==> src/hw/rtl/spdif_pkg.sv <==
// shared types and constants for the biphase-mark frame encoder
package spdif_pkg;

   localparam logic [7:0] PRE_M = 8'he2;
   localparam logic [7:0] PRE_W = 8'he4;
   localparam logic [7:0] PRE_B = 8'he8;

   localparam logic [7:0] BLOCK_LAST    = 8'd191;
   localparam logic [7:0] STATUS_FRAMES = 8'd64;

   localparam logic [63:0] LEFT_CS_RESET  = 64'h0000_0000_0210_0004;
   localparam logic [63:0] RIGHT_CS_RESET = 64'h0000_0000_0220_0004;

   localparam logic [1:0] CSR_LEFT_CS  = 2'd0;
   localparam logic [1:0] CSR_RIGHT_CS = 2'd1;

   typedef struct packed {
      logic signed [31:0] left_sample;
      logic signed [31:0] right_sample;
   } spdif_req_type;

   typedef struct packed {
      logic [31:0] line_word;
      logic        last_of_frame;
   } spdif_rsp_type;

   typedef struct packed {
      logic [23:0] left_smp;
      logic [23:0] right_smp;
      logic [7:0]  left_pre;
      logic        left_cbit;
      logic        right_cbit;
   } spdif_desc_type;

endpackage

==> src/hw/rtl/spdif_biphase_frame_encoder_top.sv <==
// top level of the biphase-mark stereo frame encoder
// Each accepted item is one stereo frame and yields four 32 half-bit line words, earliest
// half-bit in bit 31, the fourth flagged last_of_frame. The encoder produces one word per
// cycle while the output is not stalled; the queue can take a new item while the encoder
// is still on an earlier frame. Samples are saturated to signed 24 bits. A short queue of
// QUEUE_DEPTH frames decouples the input from the encoder, and a registered output stage
// holds a word while rsp_ready is low. The channel-status registers are written through
// csr_we, csr_index and csr_wdata (index 0 left, 1 right, others ignored); the user must
// write them only while the block is idle, as the block itself does not enforce it.
module spdif_biphase_frame_encoder_top import spdif_pkg::*; #(
   parameter int QUEUE_DEPTH = 2
) (
   input  logic          clock,
   input  logic          reset,
   input  logic          req_valid,
   output logic          req_ready,
   input  spdif_req_type req_data,
   output logic          rsp_valid,
   input  logic          rsp_ready,
   output spdif_rsp_type rsp_data,
   input  logic          csr_we,
   input  logic [1:0]    csr_index,
   input  logic [63:0]   csr_wdata
);

   spdif_desc_type front_desc;
   spdif_desc_type back_desc;
   logic           accept;
   logic           back_valid;
   logic           back_pop;

   assign accept = req_valid & req_ready;

   spdif_front u_front (
      .clock     (clock),
      .reset     (reset),
      .csr_we    (csr_we),
      .csr_index (csr_index),
      .csr_wdata (csr_wdata),
      .req_data  (req_data),
      .accept    (accept),
      .desc      (front_desc)
   );

   spdif_queue #(.DEPTH(QUEUE_DEPTH)) u_queue (
      .clock      (clock),
      .reset      (reset),
      .push_valid (req_valid),
      .push_ready (req_ready),
      .push_data  (front_desc),
      .pop_valid  (back_valid),
      .pop_ready  (back_pop),
      .pop_data   (back_desc)
   );

   spdif_back u_back (
      .clock      (clock),
      .reset      (reset),
      .desc_valid (back_valid),
      .desc_pop   (back_pop),
      .desc       (back_desc),
      .rsp_valid  (rsp_valid),
      .rsp_ready  (rsp_ready),
      .rsp_data   (rsp_data)
   );

endmodule

==> src/hw/rtl/spdif_front.sv <==
// front end: status registers, frame counter, sample clamping and preamble choice
module spdif_front import spdif_pkg::*; (
   input  logic           clock,
   input  logic           reset,
   input  logic           csr_we,
   input  logic [1:0]     csr_index,
   input  logic [63:0]    csr_wdata,
   input  spdif_req_type  req_data,
   input  logic           accept,
   output spdif_desc_type desc
);

   logic [63:0] lcs_ff,   lcs_in;
   logic [63:0] rcs_ff,   rcs_in;
   logic [7:0]  frame_ff, frame_in;
   logic        in_status;

   function automatic logic [23:0] clamp24(input logic signed [31:0] s);
      logic [23:0] r;
      if (!s[31] && (|s[30:23])) begin
         r = 24'h7fffff;
      end else if (s[31] && !(&s[30:23])) begin
         r = 24'h800000;
      end else begin
         r = s[23:0];
      end
      return r;
   endfunction

   always_comb begin
      lcs_in = lcs_ff;
      rcs_in = rcs_ff;
      if (csr_we) begin
         case (csr_index)
            CSR_LEFT_CS:  lcs_in = csr_wdata;
            CSR_RIGHT_CS: rcs_in = csr_wdata;
            default: ;
         endcase
      end
      frame_in = frame_ff;
      if (accept) begin
         frame_in = (frame_ff >= BLOCK_LAST) ? 8'd0 : frame_ff + 8'd1;
      end
   end

   always_ff @(posedge clock) begin
      if (reset) begin
         lcs_ff   <= LEFT_CS_RESET;
         rcs_ff   <= RIGHT_CS_RESET;
         frame_ff <= 8'd0;
      end else begin
         lcs_ff   <= lcs_in;
         rcs_ff   <= rcs_in;
         frame_ff <= frame_in;
      end
   end

   assign in_status = (frame_ff < STATUS_FRAMES);

   always_comb begin
      desc.left_smp   = clamp24(req_data.left_sample);
      desc.right_smp  = clamp24(req_data.right_sample);
      desc.left_pre   = (frame_ff == 8'd0) ? PRE_B : PRE_M;
      desc.left_cbit  = in_status & lcs_ff[frame_ff[5:0]];
      desc.right_cbit = in_status & rcs_ff[frame_ff[5:0]];
   end

endmodule

==> src/hw/rtl/spdif_queue.sv <==
// small descriptor queue between front end and encoder
module spdif_queue import spdif_pkg::*; #(
   parameter int DEPTH = 2
) (
   input  logic           clock,
   input  logic           reset,
   input  logic           push_valid,
   output logic           push_ready,
   input  spdif_desc_type push_data,
   output logic           pop_valid,
   input  logic           pop_ready,
   output spdif_desc_type pop_data
);

   localparam int PW = (DEPTH > 1) ? $clog2(DEPTH) : 1;
   localparam int CW = $clog2(DEPTH + 1);
   localparam logic [PW-1:0] PTR_LAST = PW'(DEPTH - 1);
   localparam logic [CW-1:0] CNT_FULL = CW'(DEPTH);

   spdif_desc_type entry_ff [DEPTH];
   logic [PW-1:0]  wr_ptr_ff, wr_ptr_in;
   logic [PW-1:0]  rd_ptr_ff, rd_ptr_in;
   logic [CW-1:0]  count_ff,  count_in;
   logic           do_push, do_pop;

   assign push_ready = (count_ff != CNT_FULL);
   assign pop_valid  = (count_ff != '0);
   assign pop_data   = entry_ff[rd_ptr_ff];
   assign do_push    = push_valid & push_ready;
   assign do_pop     = pop_valid & pop_ready;

   always_comb begin
      wr_ptr_in = wr_ptr_ff;
      rd_ptr_in = rd_ptr_ff;
      count_in  = count_ff;
      if (do_push) begin
         wr_ptr_in = (wr_ptr_ff == PTR_LAST) ? '0 : wr_ptr_ff + PW'(1);
      end
      if (do_pop) begin
         rd_ptr_in = (rd_ptr_ff == PTR_LAST) ? '0 : rd_ptr_ff + PW'(1);
      end
      if (do_push && !do_pop) begin
         count_in = count_ff + CW'(1);
      end else if (do_pop && !do_push) begin
         count_in = count_ff - CW'(1);
      end
   end

   always_ff @(posedge clock) begin
      if (reset) begin
         wr_ptr_ff <= '0;
         rd_ptr_ff <= '0;
         count_ff  <= '0;
      end else begin
         wr_ptr_ff <= wr_ptr_in;
         rd_ptr_ff <= rd_ptr_in;
         count_ff  <= count_in;
      end
   end

   always_ff @(posedge clock) begin
      if (do_push) begin
         entry_ff[wr_ptr_ff] <= push_data;
      end
   end

endmodule

==> src/hw/rtl/spdif_back.sv <==
// back end: biphase-mark coding of one 32 half-bit word per cycle unless stalled, output register
module spdif_back import spdif_pkg::*; (
   input  logic           clock,
   input  logic           reset,
   input  logic           desc_valid,
   output logic           desc_pop,
   input  spdif_desc_type desc,
   output logic           rsp_valid,
   input  logic           rsp_ready,
   output spdif_rsp_type  rsp_data
);

   logic [1:0]    word_ff,  word_in;
   logic          level_ff, level_in;
   logic          rsp_valid_ff, rsp_valid_in;
   spdif_rsp_type rsp_data_ff,  rsp_data_in;
   logic          advance;
   logic [23:0]   smp;
   logic          cbit;
   logic [7:0]    pre;
   logic [7:0]    sym;
   logic [27:0]   sub_payload;
   logic [31:0]   halves;
   logic          lv;
   logic          b;

   assign advance = desc_valid & (!rsp_valid_ff | rsp_ready);
   assign desc_pop = advance & (word_ff == 2'd3);

   always_comb begin
      smp         = word_ff[1] ? desc.right_smp  : desc.left_smp;
      cbit        = word_ff[1] ? desc.right_cbit : desc.left_cbit;
      pre         = word_ff[1] ? PRE_W           : desc.left_pre;
      sub_payload = {(^smp) ^ cbit, cbit, 1'b0, 1'b0, smp};
      sym         = level_ff ? ~pre : pre;
      halves      = '0;
      b           = 1'b0;
      if (!word_ff[0]) begin
         // preamble then sample bits 0 to 11
         halves[31:24] = sym;
         lv = sym[0];
         for (int i = 0; i < 12; i++) begin
            b = sub_payload[i];
            halves[23-2*i] = ~lv;
            lv = b ? lv : ~lv;
            halves[22-2*i] = lv;
         end
      end else begin
         // sample bits 12 to 23, validity, user, status, parity
         lv = level_ff;
         for (int i = 0; i < 16; i++) begin
            b = sub_payload[12+i];
            halves[31-2*i] = ~lv;
            lv = b ? lv : ~lv;
            halves[30-2*i] = lv;
         end
      end
   end

   always_comb begin
      word_in      = word_ff;
      level_in     = level_ff;
      rsp_valid_in = rsp_valid_ff;
      rsp_data_in  = rsp_data_ff;
      if (rsp_valid_ff && rsp_ready) begin
         rsp_valid_in = 1'b0;
      end
      if (advance) begin
         word_in                   = word_ff + 2'd1;
         level_in                  = lv;
         rsp_valid_in              = 1'b1;
         rsp_data_in.line_word     = halves;
         rsp_data_in.last_of_frame = (word_ff == 2'd3);
      end
   end

   always_ff @(posedge clock) begin
      if (reset) begin
         word_ff      <= 2'd0;
         level_ff     <= 1'b0;
         rsp_valid_ff <= 1'b0;
      end else begin
         word_ff      <= word_in;
         level_ff     <= level_in;
         rsp_valid_ff <= rsp_valid_in;
      end
   end

   always_ff @(posedge clock) begin
      rsp_data_ff <= rsp_data_in;
   end

   assign rsp_valid = rsp_valid_ff;
   assign rsp_data  = rsp_data_ff;

endmodule

==> config.mk <==
export PLATFORM = sky130hd
export DESIGN_NAME = spdif_biphase_frame_encoder_top
export DESIGN_NICKNAME = d
export VERILOG_FILES = /design/src/hw/rtl/spdif_pkg.sv /design/src/hw/rtl/spdif_biphase_frame_encoder_top.sv /design/src/hw/rtl/spdif_front.sv /design/src/hw/rtl/spdif_queue.sv /design/src/hw/rtl/spdif_back.sv
export SDC_FILE = /design/constraint.sdc
export NUM_CORES = 1
export LEC_CHECK = 0
export BUFFER_PORTS_ARGS = -buffer_cell sky130_fd_sc_hd__buf_2
export CORE_UTILIZATION = 62
export DETAILED_ROUTE_END_ITERATION = 10
export GPL_TIMING_DRIVEN = 0
export PLACE_DENSITY = 0.85
export RECOVER_POWER = 100
export SLEW_MARGIN = 0
export SYNTH_ARGS = -nofsm -noshare
export SYNTH_HDL_FRONTEND = slang
export SYNTH_SLANG_ARGS = --single-unit
==> constraint.sdc <==
create_clock -name clock -period 5.7 [get_ports clock]
set_input_delay 0.285 -clock clock [delete_from_list [all_inputs] [get_ports clock]]
set_output_delay 0.285 -clock clock [all_outputs]
set_load 0.02 [all_outputs]
=== Yosys cells after proc, flatten, opt, wreduce, memory -nomap -nowiden ===
Memories as Yosys holds them, arrays and structs flattened. A register that Yosys moved wholly into a read port is not among the register bits.
Cells that the tools add are included.

* $add $sub $neg: 6
* Order comparisons: 3
* Equal/unequal tests: 3
* Multiplexer cells: 52
* Bitwise operators: 35
* Reduce and logical (&&, ||, !) cells: 26

{| class="wikitable"
|+ Operators with widths
! kind !! count
|-
| $mux W24 || 5
|-
| $mux W1 || 38
|-
| $mux W32 || 1
|-
| $not A1 Y1 || 26
|-
| $mux W8 || 3
|-
| $reduce_xor A24 Y1 || 1
|-
| $reduce_and A8 Y1 || 2
|-
| $reduce_or A8 Y1 || 2
|-
| $bmux W1 S6 || 2
|-
| $add A8 B1 Y8 const B || 1
|-
| $ge A8 B8 Y1 const B || 1
|-
| $logic_not A8 Y1 || 1
|-
| $lt A8 B7 Y1 const B || 1
|-
| $not A8 Y8 || 1
|-
| $logic_and A1 B1 Y1 || 7
|-
| $logic_not A1 Y1 || 7
|-
| $lt A6 B7 Y1 const B || 1
|-
| $and A1 B1 Y1 || 6
|-
| $reduce_bool A2 Y1 || 3
|-
| $add A2 B1 Y2 const B || 2
|-
| $mux W2 || 2
|-
| $mux W4 || 1
|-
| $reduce_and A2 Y1 || 2
|-
| $add A1 B1 Y1 const B || 2
|-
| 7 further kinds || 7
|}

* Bits in registers: 177
* Memory bits (writable): 108
* Input bits: 135
* Output and inout port bits: 35
* Word-level logic and storage cells: 137
* Memories: 1

{| class="wikitable"
|+ Memories
! memory !! depth !! bits a word !! read ports !! clocked after Yosys merged registers in !! wr ports !! RTL line !! text
|-
| u_queue.entry_ff || 2 || 54 || 1 || 1 || 1 || spdif_queue.sv:20 || <nowiki>spdif_desc_type entry_ff [DEPTH];</nowiki>
|}

=== Depth between registers and ports, before layout ===
* Depth after elaboration: 29
* Depth in mapped cells: 10
* Gate-level depth less buffers: 7

=== By module ===
Synthesis repeated with hierarchy kept, for this count alone.

* Cell total of the unflattened synthesis: 1204
* Area, all modules: 13430.4 um2

{| class="wikitable"
|+ By module, submodules not included
! module !! instances !! cells each !! area an instance (um2) !! seq. area each (um2)
|-
| spdif_front || 1 || 785 || 6433.7 || 2722.6
|-
| spdif_queue || 1 || 204 || 4404.2 || 3583.4
|-
| spdif_back || 1 || 214 || 2586.2 || 1071.0
|-
| spdif_biphase_frame_encoder_top || 1 || 1 || 6.3 || 0.0
|}

=== Worst setup path after synthesis ===
OpenSTA, ideal clock, no wires.

* Kind: reg2reg
* Start point: register u_queue.count_ff[0]
* End point: memory u_queue.entry_ff[0][0] (netlist name) (enable)
* Library setup time: 462 ps
* Arrival: 3026 ps
* Required time: 5238 ps
* Path slack: 2212 ps
* Cell stages (with the launch flop): 4
* Path buffers: 0
* Period minus slack after synthesis: 3488 ps
* Cells stage by stage: dfxtp_1 -> nand2b_1 -> nand2_1 -> nor2_1

* Longest elaborated chain between the ends: 4

{| class="wikitable"
|+ RTL lines
! element !! RTL line !! text
|-
| start: declaration || spdif_queue.sv:23 || <nowiki>logic [CW-1:0] count_ff, count_in;</nowiki>
|-
| start signal: assignment || spdif_queue.sv:57 || <nowiki>count_ff <= count_in;</nowiki>
|-
| $ne A2 B2 Y1 || spdif_queue.sv:26 || <nowiki>assign push_ready = (count_ff != CNT_FULL);</nowiki>
|-
| named net req_ready || spdif_biphase_frame_encoder_top.sv:16 || <nowiki>output logic req_ready,</nowiki>
|-
| $and A1 B1 Y1 || spdif_queue.sv:29 || <nowiki>assign do_push = push_valid & push_ready;</nowiki>
|-
| $mux W1 || spdif_queue.sv:62 || <nowiki>if (do_push) begin</nowiki>
|-
| $mux W1 (implied by the code) || spdif_queue.sv:63 || <nowiki>entry_ff[wr_ptr_ff] <= push_data;</nowiki>
|-
| end: declaration || spdif_queue.sv:20 ||
|}

The timed path passes the listed nets, and every way through them passes these cells.

==> impl_metrics.csv <==
group,metric,value,unit
cells_and_area,final_cell_area,14200,um^2
placed_design,place_area,13400,um^2
yosys,ys_ff_latch,282,
placed_design,place_ws,2.25,ns
timing,relSlewSlack,-42.7,%
critical_path,cp-start-kind,"flop",
placed_design,place_hpwl,21600,um
detailed_routing,vias,9476,
placed_design,port_buffers,168,
clock_network,numCtsBuffers,27,
yosys,synth_edf_count,137,
clock_network,clock-root-buffer,"clkbuf_16",
critical_path,r2r_slack,1.39,ns
clock_network,tritoncts,"done",
clock_network,clk_pin_slew,0.06,ns
detailed_routing,drtIter0Drc,1009,
timing,tns,0,ns
clock_network,cts_setup_buffers,0,
floorplan,die_w,142,um
timing,drv_slew,130,
floorplan,pin_count,170,
yosys,synth_top_area_share,33.8,%
detailed_routing,drc,0,
yosys,yosys.area.top_type,"edfxtp_1",
clock_network,clk_path_buf_depth,3,
timing,finalCriticalPeriod,4.31,ns
timing,skew,0.00843,ns
outcome,violations,"max-capacitance violations, max-slew violations",
cells_and_area,area_growth_syn_to_layout,17.1,%
timing,layout_worst_path_cycle_share,75.6,%
timing,max_freq,0.232,GHz
cells_and_area,drive_above_1_share,18.6,%
critical_path,worstPathMaxFanout,10,
clock_network,clock_latency,0.53,ns
global_routing,grt_max_degree,38,
yosys,synth_most_common_cell,"nand2_1",
critical_path,cp.required,5.98,ns
floorplan,initial_core_util,64.2,%
timing,setup_ws,1.39,ns
timing,final_hold_viol_count,0,
floorplan,core_area,19000,um^2
cells_and_area,finalNetCount,1402,
critical_path,criticalPathCategory,"flop to flop",
yosys,synth-async-reset-ratio,0,%
critical_path,worstPathArrival,4.59,ns
power,power.density,425,nW/um^2
global_routing,first_global_vias,9345,
yosys,synth_top_cells_by_count,"nand2_1, dfxtp_1, a21oi_1, edfxtp_1, clkbuf_1",
yosys,ys_types,48,
power,power,6060,uW
yosys,synth_seq_area_share,57.7,%
detailed_routing,drt.antenna.violating_nets,0,
yosys,synthTopCellsByArea,"edfxtp_1, dfxtp_1, mux4_2",
global_routing,grt_overflow,0,
detailed_routing,wire_per_inst,20.7,um
cells_and_area,final.fill_count,1189,
clock_network,postCtsHoldBufs,11,
power,ir_drop,0.256,mV
yosys,synth_ff_type,"dfxtp_1",
detailed_routing,dr.pass1.iters,5,
global_routing,antenna_found_initial,2,
clock_network,clkSinkCount,282,
timing,rsz0062_at_grt,"no",
yosys,synth_nets,1192,
yosys,synth.avg_cell_area,11.6,um^2
placed_design,routabilityCongestion,0.859,
outcome,status,"finished with violations",
detailed_routing,wl,32100,um
timing,worstMarginPinSlew,2.14,ns
global_routing,grt_pass1_wl,49400,um
power,leakage,0.00498,uW
floorplan,die_y,142,um
yosys,synthesis.area,12200,um^2
worst_hold_path,hp-class,"input port to flop",
floorplan,design.die.area,20200,um^2
timing,finalSetupViolCount,0,
yosys,yosysWarnings,0,
critical_path,cp-end-kind,"flop",
detailed_routing,via_per_inst,6.13,
global_routing,grtUsageTotal,32.3,%
run,max_cap_viol_count,4,
floorplan,rows,50,
yosys,netlist_instances,1053,
clock_network,htree_levels,1,
clock_network,post_cts_resize_count,0,
[report_power, final]
part	internal (uW)	total (uW)	switching, uW	leakage (uW)
logic	664	1650	989	0.00208
registers	2510	2590	80.9	0.00247
clock network	1070	1820	747	0.000430
[cells in the final DEF, fill, tap and decap left out, types with 11 or more instances in the layout]
cell type / netlist / layout
clkbuf_16: 0 / 27
dfxtp_1: 145 / 145
a21oi_1: 137 / 137
nand2_1: 272 / 272
xnor2_1: 30 / 33
clkbuf_1: 62 / 117
o21a_1: 54 / 54
buf_2: 4 / 128
dlygate4sd3_1: 0 / 11
mux4_2: 56 / 56
o21ai_0: 8 / 12
xor2_1: 16 / 16
edfxtp_1: 137 / 137
nor2_1: 21 / 21
[metrics by stage]
| stage | hold WS (ns) | cells | utilization (%) |
|---|---|---|---|
| 2_1_floorplan | 0.406 | 1053 | - |
| 3_3_place_gp | 0.439 | 1481 | 70.3 |
| 3_5_place_dp | 0.447 | 1483 | 70.6 |
| 4_1_cts | 0.000352 | 1543 | 75.9 |
| 5_1_grt | 0.00775 | 1545 | 75.1 |
| 6_report | 0.0103 | 1545 | 75.1 |
[worst paths after layout]
kind,endpoint,depth (start not counted),startpoint
max,u_back.rsp_data[8]$_DFFE_PP_,9,flop
min,u_front.lcs_ff[28]$_SDFFE_PP0P_,3,csr_wdata[28]
max reg2reg,u_back.rsp_data[8]$_DFFE_PP_,9,flop
min reg2reg,u_front.lcs_ff[41]$_SDFFE_PP0P_,2,u_front.lcs_ff[41]$_SDFFE_PP0P_
[metal layers]
metal	vias up	track usage, %	share of wire, %	wire length [um]
li1	4164	-	-	-
met1	4588	40.2	37	11800
met2	587	54.4	49	15700
met3	137	6.09	9.2	2950
met4	0	15.7	5.1	1640
met5	-	0	0	0
[worst max-delay path, stage by stage, from the launching register on]
cell and delay (ns):
dfxtp_1 0.30, clkbuf_1 0.54, clkbuf_1 0.81, mux4_2 0.68
xor2_1 0.36, xnor2_2 0.13, xnor2_1 0.56, xnor2_1 0.26
xor2_1 0.21, o21a_1 0.20
[logic make-up after synthesis]
family                   after synthesis  synth area share [%]
adder cells (fa/ha/maj)                4                 0.411
AO/OA/AOI/OAI                        221                  10.6
flip-flops                           282                  57.7
multiplexers                          70                  11.9
XOR/XNOR                              57                  4.99
AND/OR/NAND/NOR                      330                  11.1
buffers and inverters                 89                  3.31
[sequential cells by signal (all words and copies together) (netlist names), named ones only]
signal,flops
u_front.rcs_ff,64
u_front.frame_ff,8
u_queue.count_ff,2
u_back.level_ff,1
u_queue.wr_ptr_ff,1
u_queue.rd_ptr_ff,1
u_back.word_ff,2
u_back.rsp_valid,1
u_front.lcs_ff,64
u_back.rsp_data,33
u_queue.entry_ff,104
[final cells by class]
| class | count | area (um^2) | area share [%] |
|---|---|---|---|
| Timing Repair Buffer | 181 | 906 | 6.36 |
| Buffer | 78 | 335 | 2.35 |
| Multi-Input combinational cell | 682 | 4720 | 33.2 |
| Tap cell | 260 | 325 | 2.28 |
| Sequential cell | 282 | 7020 | 49.3 |
| Antenna cell | 2 | 5.00 | 0.0351 |
| Inverter | 11 | 41.3 | 0.290 |
| Clock inverter | 16 | 173 | 1.21 |
| Clock buffer | 33 | 718 | 5.04 |
Note: power is estimated with default switching activity, not from simulation.
